<file path="src/sv/locd_pkg.sv">
`timescale 1ns / 1ps
// ----------------------------------------------------------------------------
// locd_pkg: shared types and constants of the LRU object cache directory
// Request and result structs, command and status structs between the
// controller and the datapath, age constants and request codes.
// ----------------------------------------------------------------------------
package locd_pkg;

  // Default sizing of the directory.
  localparam int ENTRIES_DEF     = 16;
  localparam int KEY_BITS_DEF    = 64;
  localparam int HANDLE_BITS_DEF = 32;

  // Fixed widths of the request and result fields.
  localparam int KEY_W        = 64;
  localparam int HANDLE_W     = 32;
  localparam int SLOT_W       = 4;
  localparam int OUT_HANDLE_W = 32;

  // Age counter: a touched entry gets the top age, other valid entries step down
  localparam int              AGE_W    = 14;
  localparam logic [AGE_W-1:0] AGE_TOP  = 14'd9999;
  localparam logic [AGE_W-1:0] AGE_STEP = 14'd1;

  // Request codes.
  localparam logic REQ_LOOKUP = 1'b0;
  localparam logic REQ_INSERT = 1'b1;

  typedef struct packed {
    logic                req_type;
    logic [KEY_W-1:0]    key;
    logic [HANDLE_W-1:0] handle;
  } locd_in_t;

  typedef struct packed {
    logic                    hit;
    logic [SLOT_W-1:0]       slot;
    logic [OUT_HANDLE_W-1:0] handle_out;
    logic                    replaced;
  } locd_out_t;

  // Commands from the controller to the datapath.
  typedef struct packed {
    logic load;     // latch request, reset the scan
    logic scan_rd;  // read entry at the pointer for the match/victim scan
    logic age_rd;   // read entry at the pointer for the age update pass
    logic decide;   // capture target entry and result fields
    logic commit;   // request touches an entry: write it on insert
    logic emit;     // present the result next cycle
  } locd_cmd_t;

  // Status from the datapath to the controller.
  typedef struct packed {
    logic ptr_last;  // pointer is at the last entry
    logic miss;      // lookup found no valid matching entry
  } locd_sts_t;

endpackage

</file>
<file path="src/sv/locd_ctrl.sv">
`timescale 1ns / 1ps
// ----------------------------------------------------------------------------
// locd_ctrl: sequencer of the LRU object cache directory
// Steps each request through a scan pass over all entries, a decision
// cycle and, unless a lookup misses, an age update pass.
// ----------------------------------------------------------------------------
module locd_ctrl (
  input  logic                clk,
  input  logic                rst_n,
  input  logic                start,
  output logic                busy,
  input  locd_pkg::locd_sts_t sts,
  output locd_pkg::locd_cmd_t cmd
);
  import locd_pkg::*;

  typedef enum logic [5:0] {
    S_IDLE     = 6'b000001,
    S_SCAN     = 6'b000010,
    S_SCAN_END = 6'b000100,
    S_DECIDE   = 6'b001000,
    S_AGE      = 6'b010000,
    S_AGE_END  = 6'b100000
  } state_t;

  state_t state_r, state_nxt;

  // Next state and command decode.
  always_comb begin
    state_nxt = state_r;
    cmd       = '0;
    unique case (state_r)
      S_IDLE: begin
        if (start) begin
          cmd.load  = 1'b1;
          state_nxt = S_SCAN;
        end
      end
      S_SCAN: begin
        cmd.scan_rd = 1'b1;
        if (sts.ptr_last) begin
          state_nxt = S_SCAN_END;
        end
      end
      S_SCAN_END: begin
        // The last entry read is evaluated in this cycle.
        state_nxt = S_DECIDE;
      end
      S_DECIDE: begin
        cmd.decide = 1'b1;
        if (sts.miss) begin
          cmd.emit  = 1'b1;
          state_nxt = S_IDLE;
        end else begin
          cmd.commit = 1'b1;
          state_nxt  = S_AGE;
        end
      end
      S_AGE: begin
        cmd.age_rd = 1'b1;
        if (sts.ptr_last) begin
          state_nxt = S_AGE_END;
        end
      end
      S_AGE_END: begin
        // The last age write-back happens in this cycle.
        cmd.emit  = 1'b1;
        state_nxt = S_IDLE;
      end
      default: begin
        state_nxt = S_IDLE;
      end
    endcase
  end

  // State register.
  always_ff @(posedge clk) begin
    if (!rst_n) begin
      state_r <= S_IDLE;
    end else begin
      state_r <= state_nxt;
    end
  end

  assign busy = (state_r != S_IDLE);

`ifndef SYNTHESIS
  // An accepted request makes the block busy in the next cycle.
  a_accept_busy: assert property (@(posedge clk) disable iff (!rst_n)
    (start && !busy) |=> busy)
    else $error("request accepted but block not busy");

  // The controller never issues two phase commands at once.
  a_cmd_excl: assert property (@(posedge clk) disable iff (!rst_n)
    $onehot0({cmd.load, cmd.scan_rd, cmd.age_rd, cmd.commit}))
    else $error("conflicting datapath commands");

  // After the result is issued the block is free again.
  a_emit_free: assert property (@(posedge clk) disable iff (!rst_n)
    cmd.emit |=> !busy)
    else $error("block still busy after result");
`endif

endmodule

</file>
<file path="src/sv/locd_dp.sv">
`timescale 1ns / 1ps
// ----------------------------------------------------------------------------
// locd_dp: datapath of the LRU object cache directory
// Key, handle and age memories, valid bits, one shared key comparator and
// age comparator for the scan, and the age read-modify-write pipeline.
// ----------------------------------------------------------------------------
module locd_dp #(
  parameter int ENTRIES     = locd_pkg::ENTRIES_DEF,
  parameter int KEY_BITS    = locd_pkg::KEY_BITS_DEF,
  parameter int HANDLE_BITS = locd_pkg::HANDLE_BITS_DEF
) (
  input  logic                clk,
  input  logic                rst_n,
  input  locd_pkg::locd_in_t  in_req,
  input  locd_pkg::locd_cmd_t cmd,
  output locd_pkg::locd_sts_t sts,
  output logic                out_valid,
  output locd_pkg::locd_out_t out_res
);
  import locd_pkg::*;

  localparam int               IDX_W    = (ENTRIES > 1) ? $clog2(ENTRIES) : 1;
  localparam logic [IDX_W-1:0] LAST_IDX = IDX_W'(ENTRIES - 1);

  // Entry storage.
  logic [KEY_BITS-1:0]    key_mem    [ENTRIES];
  logic [HANDLE_BITS-1:0] handle_mem [ENTRIES];
  logic [AGE_W-1:0]       age_mem    [ENTRIES];
  logic [ENTRIES-1:0]     valid_r;

  // Latched request.
  logic                   req_type_r;
  logic [KEY_BITS-1:0]    req_key_r;
  logic [HANDLE_BITS-1:0] req_handle_r;

  // Read pointer and read pipeline stage.
  logic [IDX_W-1:0]       ptr_r;
  logic                   rd_vld_r;
  logic                   rd_age_r;
  logic [IDX_W-1:0]       rd_idx_r;
  logic [KEY_BITS-1:0]    key_q_r;
  logic [HANDLE_BITS-1:0] handle_q_r;
  logic [AGE_W-1:0]       age_q_r;

  // Scan results.
  logic                   match_r;
  logic [IDX_W-1:0]       match_idx_r;
  logic [HANDLE_BITS-1:0] match_handle_r;
  logic                   empty_r;
  logic [IDX_W-1:0]       empty_idx_r;
  logic                   seen_r;
  logic [IDX_W-1:0]       best_idx_r;
  logic [AGE_W-1:0]       best_age_r;
  logic [IDX_W-1:0]       target_r;

  logic                   out_valid_r;
  locd_out_t              out_res_r;

  logic                   is_ins_c;
  logic                   miss_c;
  logic                   entry_vld_c;
  logic                   scan_ev_c;
  logic                   key_eq_c;
  logic [IDX_W-1:0]       tgt_c;
  logic [AGE_W-1:0]       age_dec_c;
  logic [AGE_W-1:0]       age_new_c;
  locd_out_t              res_c;

  // Decode of the latched request and the entry under evaluation.
  assign is_ins_c    = (req_type_r == REQ_INSERT);
  assign miss_c      = !is_ins_c && !match_r;
  assign entry_vld_c = valid_r[rd_idx_r];
  assign scan_ev_c   = rd_vld_r && !rd_age_r;
  assign key_eq_c    = (key_q_r == req_key_r);

  // Target entry: the hit for a lookup; the first empty or the oldest entry
  // for an insert.
  assign tgt_c = !is_ins_c ? match_idx_r : (empty_r ? empty_idx_r : best_idx_r);

  // Result fields.
  always_comb begin
    res_c.hit        = !is_ins_c && match_r;
    res_c.slot       = miss_c ? '0 : SLOT_W'(tgt_c);
    res_c.handle_out = res_c.hit ? OUT_HANDLE_W'(match_handle_r) : '0;
    res_c.replaced   = is_ins_c && !empty_r;
  end

  // New age: top for the touched entry, a saturating step down for the
  // other valid entries, unchanged for empty ones.
  assign age_dec_c = (age_q_r >= AGE_STEP) ? (age_q_r - AGE_STEP) : '0;
  assign age_new_c = (rd_idx_r == target_r) ? AGE_TOP :
                     (entry_vld_c ? age_dec_c : age_q_r);

  // Pointer and read pipeline control.
  always_ff @(posedge clk) begin
    if (!rst_n) begin
      ptr_r    <= '0;
      rd_vld_r <= 1'b0;
      rd_age_r <= 1'b0;
    end else begin
      if (cmd.load) begin
        ptr_r <= '0;
      end else if (cmd.scan_rd || cmd.age_rd) begin
        ptr_r <= (ptr_r == LAST_IDX) ? '0 : ptr_r + 1'b1;
      end
      rd_vld_r <= cmd.scan_rd || cmd.age_rd;
      rd_age_r <= cmd.age_rd;
    end
  end

  // Memory reads at the pointer.
  always_ff @(posedge clk) begin
    rd_idx_r <= ptr_r;
    if (cmd.scan_rd || cmd.age_rd) begin
      key_q_r    <= key_mem[ptr_r];
      handle_q_r <= handle_mem[ptr_r];
      age_q_r    <= age_mem[ptr_r];
    end
  end

  // Memory writes: key and handle on insert, ages during the update pass.
  always_ff @(posedge clk) begin
    if (cmd.commit && is_ins_c) begin
      key_mem[tgt_c]    <= req_key_r;
      handle_mem[tgt_c] <= req_handle_r;
    end
    if (rd_vld_r && rd_age_r) begin
      age_mem[rd_idx_r] <= age_new_c;
    end
  end

  // Valid bits.
  always_ff @(posedge clk) begin
    if (!rst_n) begin
      valid_r <= '0;
    end else if (cmd.commit && is_ins_c) begin
      valid_r[tgt_c] <= 1'b1;
    end
  end

  // Request latch and scan evaluation: first match, first empty entry and
  // lowest-indexed valid entry with the smallest age.
  always_ff @(posedge clk) begin
    if (cmd.load) begin
      req_type_r   <= in_req.req_type;
      req_key_r    <= KEY_BITS'(in_req.key);
      req_handle_r <= HANDLE_BITS'(in_req.handle);
      match_r      <= 1'b0;
      empty_r      <= 1'b0;
      seen_r       <= 1'b0;
    end else if (scan_ev_c) begin
      if (entry_vld_c && key_eq_c && !match_r) begin
        match_r        <= 1'b1;
        match_idx_r    <= rd_idx_r;
        match_handle_r <= handle_q_r;
      end
      if (!entry_vld_c && !empty_r) begin
        empty_r     <= 1'b1;
        empty_idx_r <= rd_idx_r;
      end
      if (entry_vld_c && (!seen_r || (age_q_r < best_age_r))) begin
        seen_r     <= 1'b1;
        best_idx_r <= rd_idx_r;
        best_age_r <= age_q_r;
      end
    end
  end

  // Target and result capture.
  always_ff @(posedge clk) begin
    if (cmd.decide) begin
      target_r  <= tgt_c;
      out_res_r <= res_c;
    end
  end

  // Result strobe.
  always_ff @(posedge clk) begin
    if (!rst_n) begin
      out_valid_r <= 1'b0;
    end else begin
      out_valid_r <= cmd.emit;
    end
  end

  assign sts.ptr_last = (ptr_r == LAST_IDX);
  assign sts.miss     = miss_c;
  assign out_valid    = out_valid_r;
  assign out_res      = out_res_r;

`ifndef SYNTHESIS
  // A result strobe lasts a single cycle.
  a_strobe_pulse: assert property (@(posedge clk) disable iff (!rst_n)
    out_valid_r |=> !out_valid_r)
    else $error("result strobe held for two cycles");

  // A hit comes only from a lookup, which never replaces an entry.
  a_hit_no_repl: assert property (@(posedge clk) disable iff (!rst_n)
    (out_valid_r && out_res_r.hit) |-> !out_res_r.replaced)
    else $error("result reports both hit and replacement");

  // An inserted entry is valid once written.
  a_ins_valid: assert property (@(posedge clk) disable iff (!rst_n)
    (cmd.commit && is_ins_c) |=> valid_r[target_r])
    else $error("inserted entry not marked valid");
`endif

endmodule

</file>
<file path="src/sv/lru_object_cache_directory.sv">
`timescale 1ns / 1ps
// ----------------------------------------------------------------------------
// lru_object_cache_directory: fully associative LRU object directory
// Looks up keys among ENTRIES entries and inserts key/handle pairs with
// least-recently-used replacement, aging all valid entries on each touch.
// ----------------------------------------------------------------------------
//
//   Channel   Handshake           Payload
//   -------   ------------------  --------------------------------------
//   request   start / busy        in_req  (req_type, key, handle)
//   result    out_valid strobe    out_res (hit, slot, handle_out, replaced)
//
// A request is taken at a clock edge with start high and busy low.
// A lookup miss runs one scan pass over the memories before its result strobe;
// a hit or an insert runs one scan pass and one age update pass over the
// memories, one entry per cycle each.
// A new request is taken in the cycle the result strobe is high.
// The result strobe lasts one cycle and cannot be stalled by the receiver.
// After reset all entries are empty; no clearing pass is needed.
// ----------------------------------------------------------------------------
module lru_object_cache_directory #(
  parameter int ENTRIES     = locd_pkg::ENTRIES_DEF,
  parameter int KEY_BITS    = locd_pkg::KEY_BITS_DEF,
  parameter int HANDLE_BITS = locd_pkg::HANDLE_BITS_DEF
) (
  input  logic                clk,
  input  logic                rst_n,
  input  logic                start,
  output logic                busy,
  input  locd_pkg::locd_in_t  in_req,
  output logic                out_valid,
  output locd_pkg::locd_out_t out_res
);
  import locd_pkg::*;

  locd_cmd_t cmd;
  locd_sts_t sts;

  // Request sequencer.
  locd_ctrl u_ctrl (
    .clk   (clk),
    .rst_n (rst_n),
    .start (start),
    .busy  (busy),
    .sts   (sts),
    .cmd   (cmd)
  );

  // Entry storage and scan logic.
  locd_dp #(
    .ENTRIES     (ENTRIES),
    .KEY_BITS    (KEY_BITS),
    .HANDLE_BITS (HANDLE_BITS)
  ) u_dp (
    .clk       (clk),
    .rst_n     (rst_n),
    .in_req    (in_req),
    .cmd       (cmd),
    .sts       (sts),
    .out_valid (out_valid),
    .out_res   (out_res)
  );

endmodule

</file>
<file path="config.mk">
export PLATFORM = sky130hd
export DESIGN_NAME = lru_object_cache_directory
export DESIGN_NICKNAME = d
export VERILOG_FILES = /design/src/sv/locd_pkg.sv /design/src/sv/locd_ctrl.sv /design/src/sv/locd_dp.sv /design/src/sv/lru_object_cache_directory.sv
export SDC_FILE = /design/constraint.sdc
export NUM_CORES = 2
export LEC_CHECK = 0
export ABC_CLOCK_PERIOD_IN_PS = 21800
export BUFFER_PORTS_ARGS = -buffer_cell sky130_fd_sc_hd__buf_2
export CAP_MARGIN = 0
export CORE_ASPECT_RATIO = 0.5
export CORE_MARGIN = 5
export CORE_UTILIZATION = 35
export CTS_CLUSTER_DIAMETER = 150
export DETAILED_ROUTE_END_ITERATION = 16
export PLACE_DENSITY = 0.54
export SYNTH_ARGS = -nofsm -noshare
export SYNTH_HDL_FRONTEND = slang
export SYNTH_SLANG_ARGS = --single-unit
</file>
<file path="constraint.sdc">
create_clock -name clk -period 21.8 [get_ports clk]
set_input_delay 4.36 -clock clk [delete_from_list [all_inputs] [get_ports clk]]
set_output_delay 4.36 -clock clk [all_outputs]
set_load 0.01 [all_outputs]
</file>
Yosys cells after proc, flatten, opt, wreduce, memory -nomap -nowiden
Memory sizes are Yosys's and may differ from the RTL's. A register that Yosys moved wholly into a read port is not among the register bits. Index checks and enable logic that the tools add are counted.

$add $sub $neg: 2. Order comparisons: 5. Eq/ne operators: 13. Mux-type cells: 27. Bitwise logic cells: 3. Reduce and logical (&&, ||, !) cells: 27.

Operators by type and width (count): $eq A64 B64 Y1 (1); $mux W14 (3); $pmux W6 S5 (1); $mux W6 (3); $or A16 B16 Y16 (1); $ge A14 B1 Y1 const B (1); $lt A14 B14 Y1 (1); $sub A14 B1 Y14 const B (1); $mux W1 (12); $mux W4 (3); $reduce_and A3 Y1 (4); $logic_and A1 B1 Y1 (11); $lt A4 B5 Y1 const B (2); $eq A6 B1 Y1 const B (1); $eq A6 B2 Y1 const B (1); $eq A6 B3 Y1 const B (1); $eq A6 B4 Y1 const B (1); $eq A6 B5 Y1 const B (1); $eq A6 B6 Y1 const B (1); $logic_not A1 Y1 (6); $ne A2 B2 Y1 const B (3); $ne A6 B1 Y1 const B (1); $reduce_and A2 Y1 (3); $mux W5 (1); other kinds (11) (13).

Flip-flop bits (word level): 233. Bits in writable memories: 1760. Output and inout port bits: 40. Word-level logic and storage cells: 103. Memories kept: 3.

Memory list: u_dp.key_mem (depth 16, width 64, rd ports 1, clocked after memory_dff 1, wr ports 1, RTL line locd_dp.sv:26) `logic [KEY_BITS-1:0] key_mem [ENTRIES];`; u_dp.handle_mem (depth 16, width 32, rd ports 1, clocked after memory_dff 1, wr ports 1, RTL line locd_dp.sv:27) `logic [HANDLE_BITS-1:0] handle_mem [ENTRIES];`; u_dp.age_mem (depth 16, width 14, rd ports 1, clocked after memory_dff 1, wr ports 1, RTL line locd_dp.sv:28) `logic [AGE_W-1:0] age_mem [ENTRIES];`.

Longest topological paths before layout
Depth in word-level cells: 7. Mapped depth: 8. Gate-level depth less buffers: 7.

By module
A second synthesis with hierarchy kept.

Cell total of the unflattened synthesis: 3222. Area, all modules: 78539.1 um^2.

Modules (own cells, without submodules): locd_dp (times used 1, cells each 3181, area an instance 78188.7 um^2, sequential area each 62670.1 um^2); locd_ctrl (times used 1, cells each 41, area an instance 350.3 um^2, sequential area each 120.1 um^2).

Least setup slack after synthesis
OpenSTA, ideal clock, no wires.

Path kind: input port to flip-flop. From: input start. To: register u_dp.match_handle_r[0], enable pin. Library setup time: 474 ps. Arrival time: 7290 ps. Data required time: 21326 ps. Setup slack: 14036 ps. Stages: 4. Cells stage by stage: nand3_1 > nand3_1 > nand2b_1 > nor3_1.

Word-level cells in the longest chain between the ends: 4.

Ends and longest elaborated chain: start, declared (RTL line lru_object_cache_directory.sv:28) `input logic start,`; $mux W1 (RTL line locd_ctrl.sv:34) `if (start) begin`; $mux W1 (RTL line locd_ctrl.sv:32) `unique case (state_r)`; $not A1 Y1 (no source line); $reduce_and A3 Y1 (no source line); end signal, assigned (RTL line locd_dp.sv:155) `match_handle_r <= handle_q_r;`; end, declared (RTL line locd_dp.sv:48) `logic [HANDLE_BITS-1:0] match_handle_r;`.

Every way passes these cells. A chain may end at the register's enable or synchronous reset.

Worst setup path after layout
From: register u_ctrl.state_r[1]. To: output busy.

Word-level cells in the longest chain between the ends: 1.

Ends and longest elaborated chain: start, declared (RTL line locd_ctrl.sv:26) `state_t state_r, state_nxt;`; start signal, assigned (RTL line locd_ctrl.sv:81) `state_r <= state_nxt;`; $ne A6 B1 Y1 (RTL line locd_ctrl.sv:85) `assign busy = (state_r != S_IDLE);`; end, declared (RTL line lru_object_cache_directory.sv:29) `output logic busy,`.

Every way passes these cells.

==> run metrics <==
cell taking the most area after synthesis=edfxtp_1; sequential area share after synthesis=0.800; Slew Viols, Final=0; DRT iter0 DRCs=3441; quantity of gates resized following cts=0; Slew @ Worst Pin=1.35 ns; crit path cell chain=nor4b_1 > nand2_1 > buf_2; fmax=158 MHz; Place WS=15.01 ns; Leakage=26.6 nW; CTS H-tree depth=4; Row Count=122; Syn Std Cell Area=78500 µm²; Final GP Congestion=0.747; Hold Vio Cnt, Final=0; Post-Layout Cell Count=6571; final setup violation count=0; most frequent cells in the layout=2067 x edfxtp_1, 551 x mux4_2, 202 x clkbuf_16; CP Max Fanout=6; antenna-violating nets left=0; Die W=680 µm; gr usage total=0.157; Die ar.=234000 µm²; asr flop ratio synth=0; CP required=17.44 ns; worst min path class=register to register; worst setup margin=15.46 ns; IO buf count=139; Power Dens Cells=89.6 nW/µm²; Clk pin slew, worst setup/hold paths=0.06 ns; slowest stage cell on the critical path=nor4b_1; pin count of the biggest net entering global routing=139; Ports=140; layout cell share with drive strength beyond 1=0.293; WL per Instance=28.2 µm; Detailed Place HPWL=90400 µm; Ys Warns=0; nets=3567; Rel. slew slack=0.100; Fill cells=19351; Vias=34512; Synth cell types=55; final worst-path cycle share=0.291; DRC Markers=0; main flop type after synthesis=edfxtp_1; postcts setup bufs=0; Seq cells post-synth=2103; crit path time final=6.34 ns; Vias per Instance=5.25; Post-CTS Hold Buffers=0; number of global-route vias before repair=36362; CP max stage delay=0.47 ns; clock latency on the worst-skew pair=0.83 ns; total chip power=7.99 mW; peak supply drop=0.0499 mV; first-pass detailed-route iteration total=5; GRT Residual Overflow=0; post-route setup TNS=0 ns; post-synth top area share=0.791; number of synthesized flops with an enable pin=2067; Post-Syn Nets=3309; CP Launch Type=register; post-placement cell count=6227; Synth area leaders=edfxtp_1 79%, mux4_2 16%, dfxtp_1 0.92%; most common cell after layout, fill and taps aside=edfxtp_1; max cap viols=0; CTS tree=done; status=completed; die height=345 µm; Worst Path Class, Setup=register to output port; P&R area growth vs syn=13.5%; crit path capture type=output port; skew final=0.0658 ns; core area=222000 µm²; syn avg cell area=24.6 µm²; Critical Path AT=1.98 ns; Num CTS Buffers=198; antenna violations before repair=8; global-route wire length before repair=267000 µm; CTS root buffer=clkbuf_16; Cells after Synth=3193; clock sink total=2103; Routed Wire Length=185000 µm; RSZ-0062 raised after global routing=false; maximum clock path buffer count=4; Initial Util=0.353
-- Yosys cell counts, types with 2 or more instances --
library cell,instances
a211oi_1,3
a21boi_0,3
a21o_1,8
a21oi_1,13
a311oi_1,2
and2_1,35
and3_1,6
and4_1,2
buf_1,11
buf_2,46
buf_6,2
clkbuf_1,81
dfxtp_1,36
edfxtp_1,2067
ha_1,16
inv_1,22
mux2i_1,6
mux4_1,3
mux4_2,551
nand2_1,27
nand2b_1,5
nand3_1,17
nand3_2,2
nand3b_1,2
nand4_1,20
nor2_1,51
nor2b_1,8
nor3_1,10
nor4_1,10
nor4b_1,2
o21a_1,17
o21ai_0,8
o22ai_1,2
o311ai_0,2
o31ai_1,2
or3_1,4
or4_1,5
xnor2_1,51
xor2_1,19
-- final timing paths --
kind                                        from                                to  slack [ns]  depth (start not counted)
hold reg to reg     u_dp.handle_q_r[4]$_DFFE_PP_  u_dp.match_handle_r[4]$_DFFE_PP_        0.42                          0
setup / recovery  u_ctrl.state_r[1]$_SDFFE_PN0P_                              busy       15.46                          3
setup reg to reg  u_ctrl.state_r[1]$_SDFFE_PN0P_     u_dp.key_mem[2][30]$_DFFE_PP_       16.63                          6
hold / removal      u_dp.handle_q_r[4]$_DFFE_PP_  u_dp.match_handle_r[4]$_DFFE_PP_        0.42                          0
-- power breakdown --
part | internal [mW] | leakage (nW) | switching (mW)
sequential | 4.51 | 19.0 | 0.0861
combinational | 0.0597 | 4.71 | 0.0873
clock | 1.82 | 2.93 | 1.43
-- registers in the layout, summed over array words and instances (netlist names), 6 cells and up --
signal	cells
u_dp.best_age_r	14
u_dp.out_res	38
u_dp.age_mem	224
u_ctrl.state_r	6
u_dp.key_mem	1024
u_dp.valid_r	16
u_dp.req_handle_r	32
u_dp.age_q_r	14
u_dp.req_key_r	64
u_dp.match_handle_r	32
u_dp.handle_mem	512
u_dp.handle_q_r	32
u_dp.key_q_r	64
-- metal layers --
metal / share of wire / track usage / vias up
li1: - / - / 14206
met1: 0.44 / 0.219 / 19102
met2: 0.50 / 0.265 / 939
met3: 0.048 / 0.0227 / 263
met4: 0.018 / 0.0323 / 2
met5: 0.000065 / 0 / -
-- cell families (layout without fill, tap and decap cells) --
kind of cell,count (synthesis),after routing,synth area share
flip-flops,2103,2103,0.800
multiplexers,560,560,0.160
AND/OR/NAND/NOR,210,210,0.0144
buffers and inverters,163,562,0.00877
AO/OA/AOI/OAI,71,71,0.00636
XOR/XNOR,70,70,0.00781
adder cells (fa/ha/maj),16,16,0.00255
other,0,3,0
-- worst max-delay path, delay by kind of cell, from the launching register on --
kind                   cells  cell delay [ns]
buffers and inverters      1             0.18
flip-flops                 1             0.36
AND/OR/NAND/NOR            2             0.65
-- stage by stage --
step	hold slack, ns	area [µm²]	utilization
final	0.420	89100	0.401
after global placement	0.405	83100	0.374
after floorplan	0.329	78500	-
after global routing	0.431	89100	0.401
after CTS	0.418	89100	0.401
after detailed placement	0.405	83100	0.374
-- area by class of cell --
class / instances / area, µm² / area share
Sequential cell: 2103 / 62800 / 0.705
Multi-Input combinational cell: 927 / 15200 / 0.171
Clock buffer: 241 / 5200 / 0.0584
Tap cell: 2976 / 3720 / 0.0418
Timing Repair Buffer: 199 / 1310 / 0.0147
Clock inverter: 100 / 749 / 0.00841
Inverter: 22 / 87.6 / 0.000983
Antenna cell: 3 / 7.51 / 0.0000843
Power figures use the tool's default switching activity.
